<file path="src/rtl/pns_pkg.sv">
// ----------------------------------------------------------------------------
// pns_pkg: shared types and constants of the point store nearest search
// Widths, command and status codes, the stored point word and the scan tag.
// ----------------------------------------------------------------------------
`default_nettype none

package pns_pkg;

   localparam int COORD_W   = 28;                      // input coordinates
   localparam int FRAC_W    = 4;                       // fractional bits
   localparam int UNIT_W    = COORD_W - FRAC_W;        // stored whole-unit x, y
   localparam int TOL_W     = 16;
   localparam int CAPACITY  = 4096;
   localparam int INDEX_W   = $clog2(CAPACITY);
   localparam int COUNT_W   = $clog2(CAPACITY + 1);
   localparam int SQ_W      = 2 * COORD_W;
   localparam int DIST_W    = SQ_W + 2;
   localparam int HALF_UNIT = 8;                       // one half in 1/16 units
   localparam logic [TOL_W-1:0] TOL_RESET = 16'd16;

   typedef enum logic [1:0] {
      CMD_ADD       = 2'd0,
      CMD_CLOSEST   = 2'd1,
      CMD_MATCH_XY  = 2'd2,
      CMD_MATCH_XYZ = 2'd3
   } cmd_type;

   typedef enum logic [1:0] {
      STATUS_OK   = 2'd0,
      STATUS_NONE = 2'd1,
      STATUS_FULL = 2'd2
   } status_type;

   typedef struct packed {
      logic signed [UNIT_W-1:0]  x;
      logic signed [UNIT_W-1:0]  y;
      logic signed [COORD_W-1:0] z;
   } point_type;

   typedef struct packed {
      cmd_type                   cmd;
      logic signed [COORD_W-1:0] x;
      logic signed [COORD_W-1:0] y;
      logic signed [COORD_W-1:0] z;
   } query_type;

   // travels with each table read down the scan pipeline
   typedef struct packed {
      logic               valid;
      logic               last;
      logic [INDEX_W-1:0] index;
   } scan_tag_type;

   typedef struct packed {
      logic               done;
      logic               found;
      logic [INDEX_W-1:0] index;
      logic [DIST_W-1:0]  dist_sq;
   } scan_result_type;

endpackage

`default_nettype wire

</file>
<file path="src/rtl/pns_scan_pipe.sv">
// ----------------------------------------------------------------------------
// pns_scan_pipe: distance and match pipeline with best-candidate tracker
// Takes one table entry per cycle, keeps the first closest or first match.
// ----------------------------------------------------------------------------
`default_nettype none

module pns_scan_pipe (
   input  wire logic                      clock,
   input  wire logic                      reset,
   input  wire logic                      clear,
   input  pns_pkg::query_type             query,
   input  wire logic [pns_pkg::TOL_W-1:0] tolerance,
   input  pns_pkg::scan_tag_type          issue_tag,
   input  pns_pkg::point_type             rd_data,
   output pns_pkg::scan_result_type       result
);
   import pns_pkg::*;

   function automatic logic [COORD_W-1:0] abs_diff(input logic signed [COORD_W:0] a,
                                                    input logic signed [COORD_W:0] b);
      logic signed [COORD_W:0] d;
      d = a - b;
      abs_diff = d[COORD_W] ? COORD_W'(-d) : d[COORD_W-1:0];
   endfunction

   scan_tag_type tag1_ff, tag2_ff, tag3_ff, tag4_ff;
   logic [COORD_W-1:0] dx2_ff, dy2_ff;
   logic [COORD_W-1:0] dx2_in, dy2_in, dz2;
   logic               hit2_ff, hit3_ff, hit4_ff, hit2_in;
   logic [SQ_W-1:0]    sqx3_ff, sqy3_ff;
   logic [DIST_W-1:0]  dist4_ff;
   logic               found_ff, found_in;
   logic [INDEX_W-1:0] best_idx_ff, best_idx_in;
   logic [DIST_W-1:0]  best_dist_ff, best_dist_in;
   logic [COORD_W-1:0] tol_ext;
   logic               is_closest;

   assign tol_ext    = COORD_W'(tolerance);
   assign is_closest = (query.cmd == CMD_CLOSEST);

   // stored whole units scaled back to 1/16 units
   always_comb begin
      dx2_in  = abs_diff({query.x[COORD_W-1], query.x},
                         {rd_data.x[UNIT_W-1], rd_data.x, {FRAC_W{1'b0}}});
      dy2_in  = abs_diff({query.y[COORD_W-1], query.y},
                         {rd_data.y[UNIT_W-1], rd_data.y, {FRAC_W{1'b0}}});
      dz2     = abs_diff({query.z[COORD_W-1], query.z},
                         {rd_data.z[COORD_W-1], rd_data.z});
      hit2_in = (dx2_in < tol_ext) && (dy2_in < tol_ext) &&
                ((query.cmd == CMD_MATCH_XY) || (dz2 < tol_ext));
   end

   // tracker: strict less-than keeps the lowest index on ties
   always_comb begin
      found_in     = found_ff;
      best_idx_in  = best_idx_ff;
      best_dist_in = best_dist_ff;
      if (clear) begin
         found_in     = 1'b0;
         best_idx_in  = '0;
         best_dist_in = '0;
      end else if (tag4_ff.valid) begin
         if (is_closest) begin
            if (!found_ff || (dist4_ff < best_dist_ff)) begin
               found_in     = 1'b1;
               best_idx_in  = tag4_ff.index;
               best_dist_in = dist4_ff;
            end
         end else if (!found_ff && hit4_ff) begin
            found_in    = 1'b1;
            best_idx_in = tag4_ff.index;
         end
      end
   end

   always_ff @(posedge clock) begin
      if (reset) begin
         tag1_ff  <= '0;
         tag2_ff  <= '0;
         tag3_ff  <= '0;
         tag4_ff  <= '0;
         found_ff <= 1'b0;
      end else begin
         tag1_ff  <= issue_tag;
         tag2_ff  <= tag1_ff;
         tag3_ff  <= tag2_ff;
         tag4_ff  <= tag3_ff;
         found_ff <= found_in;
      end
   end

   always_ff @(posedge clock) begin
      dx2_ff       <= dx2_in;
      dy2_ff       <= dy2_in;
      hit2_ff      <= hit2_in;
      sqx3_ff      <= SQ_W'(dx2_ff) * SQ_W'(dx2_ff);
      sqy3_ff      <= SQ_W'(dy2_ff) * SQ_W'(dy2_ff);
      hit3_ff      <= hit2_ff;
      dist4_ff     <= DIST_W'(sqx3_ff) + DIST_W'(sqy3_ff);
      hit4_ff      <= hit3_ff;
      best_idx_ff  <= best_idx_in;
      best_dist_ff <= best_dist_in;
   end

   assign result.done    = tag4_ff.valid && tag4_ff.last;
   assign result.found   = found_ff;
   assign result.index   = best_idx_ff;
   assign result.dist_sq = best_dist_ff;

endmodule

`default_nettype wire

</file>
<file path="config.mk">
export PLATFORM = sky130hd
export DESIGN_NAME = pns_scan_pipe
export DESIGN_NICKNAME = d
export VERILOG_FILES = /design/src/rtl/pns_pkg.sv /design/src/rtl/pns_scan_pipe.sv
export SDC_FILE = /design/constraint.sdc
export NUM_CORES = 2
export LEC_CHECK = 0
export BUFFER_PORTS_ARGS = -buffer_cell sky130_fd_sc_hd__buf_2
export CORE_MARGIN = 2
export CORE_UTILIZATION = 50
export DETAILED_ROUTE_END_ITERATION = 7
export MAX_ROUTING_LAYER = met4
export PLACE_DENSITY = 0.67
export SLEW_MARGIN = 0
export SYNTH_ARGS = -nofsm -noshare
export SYNTH_HDL_FRONTEND = slang
export SYNTH_SLANG_ARGS = --single-unit
</file>
<file path="constraint.sdc">
create_clock -name clock -period 10.3 [get_ports clock]
set_clock_uncertainty 0.15 [all_clocks]
set_input_delay 0.515 -clock clock [delete_from_list [all_inputs] [get_ports clock]]
set_output_delay 0.515 -clock clock [all_outputs]
set_load 0.05 [all_outputs]
</file>
==> flow_metrics.env <==
export IMPL_grt_pass1_wl_microns=271600
export IMPL_grt_pass1_vias=50722
export IMPL_hold_viol_final=0
export IMPL_report_final_slew_viol_count=0
export IMPL_status="finished, final reports clean"
export IMPL_coreArea_sq_mm=0.1278
export IMPL_cts_buffer_depth=3
export IMPL_synth_compound_area_share_pct=8.386
export IMPL_ys_types=96
export IMPL_cts_tree="built"
export IMPL_drc=0
export IMPL_synth_xor_area_share_pct=3.829
export IMPL_end_kind="register"
export IMPL_drv_cap=0
export IMPL_drtIter0Drc=2906
export IMPL_drt_wl_total_microns=168600
export IMPL_rrSetupSlack_ns=1.57
export IMPL_ant_nets=0
export IMPL_dieHeight_microns=363.2
export IMPL_ys_warn_count=0
export IMPL_min_path_cells=0
export IMPL_syn_nets=9189
export IMPL_cp_data_arrival_time_ns=9.06
export IMPL_layout_drive_gt1_share_pct=6.398
export IMPL_syn_to_final_growth_pct=7.276
export IMPL_crit_path_top_delay_cell="dfxtp_1"
export IMPL_avgSynthCellArea_sq_um=9.058
export IMPL_reg2reg_depth=28
export IMPL_regToRegEndpoint="sqx3_ff[55]"
export IMPL_grt_total_usage_pct=27.04
export IMPL_cts_max_level=2
export IMPL_setup_tns_ns=0
export IMPL_crit_path_start_kind="register"
export IMPL_fin_crit_sh_pct=84.73
export IMPL_cts_buffers=41
export IMPL_min_path_type="register to register"
export IMPL_dr_pass1_iters=5
export IMPL_synth_mux_area_share_pct=1.331
export IMPL_grt_setup_unrepaired="no"
export IMPL_ys_seq_elements=352
export IMPL_synthAdderAreaFrac_pct=50.36
export IMPL_grt_max_degree=140
export IMPL_synth_edf_count=0
export IMPL_via_per_inst=5.259
export IMPL_synth_flop_cell="dfxtp_1"
export IMPL_synth_cells=7121
export IMPL_final_cell_mix="inv_1 (1785), fa_1 (1205), ha_1 (668)"
export IMPL_tightest_slew_ns=1.353
export IMPL_num_rows=131
export IMPL_critical_path_max_fanout=13
export IMPL_layout_min_cycle_time_ns=8.727
export IMPL_grt_ovfl_total=0
export IMPL_hpwl_microns=142000
export IMPL_fin_nets=9367
export IMPL_die_x_microns=363.2
export IMPL_final_common_cell="inv_1"
export IMPL_top_level_ports=267
export IMPL_fillers=11562
export IMPL_wl_per_cell_microns=18.74
export IMPL_path_class="register to register"
export IMPL_multi_input_area_sq_mm=0.04990
export IMPL_antenna_found_initial=6
export IMPL_cts_resized=0
export IMPL_timing_rr_start="dx2_ff[4]"
export IMPL_crit_start="dx2_ff[4]"
export IMPL_setup_viol=0
export IMPL_crit_end="sqx3_ff[55]"
export IMPL_crit_path_frequent_cell="fa_1"
export IMPL_slew_headroom_pct=8.820
export IMPL_routabilityCongestion=0.9525
export IMPL_via_count=47326
export IMPL_synth_top_family_by_area="adder cells"
export IMPL_ys_seq_area_share_pct=10.92
export IMPL_fmax_mhz=114.6
export IMPL_final_seq_area_sq_mm=0.007048
export IMPL_clk_latency_ns=0.61
export IMPL_cp_required_ns=10.63
export IMPL_synth_area_sq_mm=0.06450
export IMPL_clock_sinks=352
export IMPL_port_buffers=265
export IMPL_cts_root_buf="clkbuf_16"
export IMPL_die_area_sq_mm=0.1319
export IMPL_async_reset_ff_share_pct=0
export IMPL_synthSimpleGateAreaFrac_pct=13.43
export IMPL_start_util_pct=50.45
export IMPL_clk_pin_slew_ns=0.07
export IMPL_max_stage_delay_ns=0.73
how the worst min path moves through the flow:
stage	slack, ns	end	from
5_1_grt	0.18	hit3_ff	hit2_ff
6_report	0.18	hit3_ff	hit2_ff
4_1_cts	0.17	hit2_ff	query[85]
3_5_place_dp	0.16	hit3_ff	hit2_ff
3_3_place_gp	0.16	hit3_ff	hit2_ff
2_1_floorplan	0.16	hit3_ff	hit2_ff
layout make-up:
class / instances / share of cell area (%)
Multi-Input combinational cell: 4761 / 72.11
Sequential cell: 352 / 10.19
Inverter: 1785 / 9.683
Tap cell: 1662 / 3.005
Timing Repair Buffer: 358 / 2.987
Clock buffer: 54 / 1.685
Clock inverter: 20 / 0.3182
Antenna cell: 7 / 0.02531
synthesized netlist by cell type (143+ instances only):
cell type / number / share of area, %
nor2_1: 229 / 1.3
ha_1: 668 / 13
a21o_1: 143 / 1.7
dfxtp_1: 352 / 11
a21oi_1: 250 / 1.9
xnor2_1: 176 / 2.4
inv_1: 1785 / 10
clkbuf_1: 202 / 1.2
and2_1: 337 / 3.3
nand2_1: 546 / 3.2
nand2b_1: 178 / 1.7
fa_1: 1205 / 37
registers in the layout, indices dropped and copies added (netlist names), 12 cells and up:
signal,flops
best_dist_ff,57
best_idx_ff,12
dist4_ff,57
dx2_ff,28
dy2_ff,28
sqx3_ff,55
sqy3_ff,55
tag1_ff,14
tag2_ff,14
tag3_ff,14
tag4_ff,14
through the flow:
stage          std cells  utilization [%]  cell area [sq um]  worst slack [ns]  hold WS [ns]
2_1_floorplan       7121                -              64500             2.656        0.1596
3_3_place_gp        8902            52.90              67630             1.748        0.1645
3_5_place_dp        8902            52.90              67630             1.592        0.1628
4_1_cts             8992            54.11              69180             1.565        0.1667
5_1_grt             8998            54.12              69190            0.9811        0.1807
6_report            8999            54.12              69200             1.573        0.1787
critical path: cells and delay by family, from the launching register on:
kind	cells	cell delay, ns
AO/OA/AOI/OAI	12	3.09
XOR/XNOR	1	0.12
adder cells (fa/ha/maj)	8	3.77
buffers and inverters	6	0.61
flip-flops	1	0.73
AND/OR/NAND/NOR	1	0.09
logic make-up (layout without fill, tap and decap cells):
logic type / after synthesis / count (layout)
fa+ha+maj: 1873 / 1873
simple gates: 1699 / 1699
xor+xnor: 282 / 282
compound gates: 822 / 822
buf+inv: 2008 / 2217
flops: 352 / 352
other cells: 1 / 8
mux: 84 / 84
per-layer routing:
layer / global-route usage [%] / vias up / routed length, microns
met5: - / - / 0
li1: - / 22153 / -
met1: 35.10 / 23382 / 72270
met3: 4.291 / 310 / 12040
met2: 43.65 / 1481 / 78470
met4: 8.185 / 0 / 5847
timing repair:
action / in CTS / in global routing
hold buffers: 16 / 0
buffers inserted: 0 / 0
endpoints found under the hold margin: 16 / 0
Power is not shown: default switching activity piles up to over one toggle a cycle in this logic, so the estimate is an artifact.
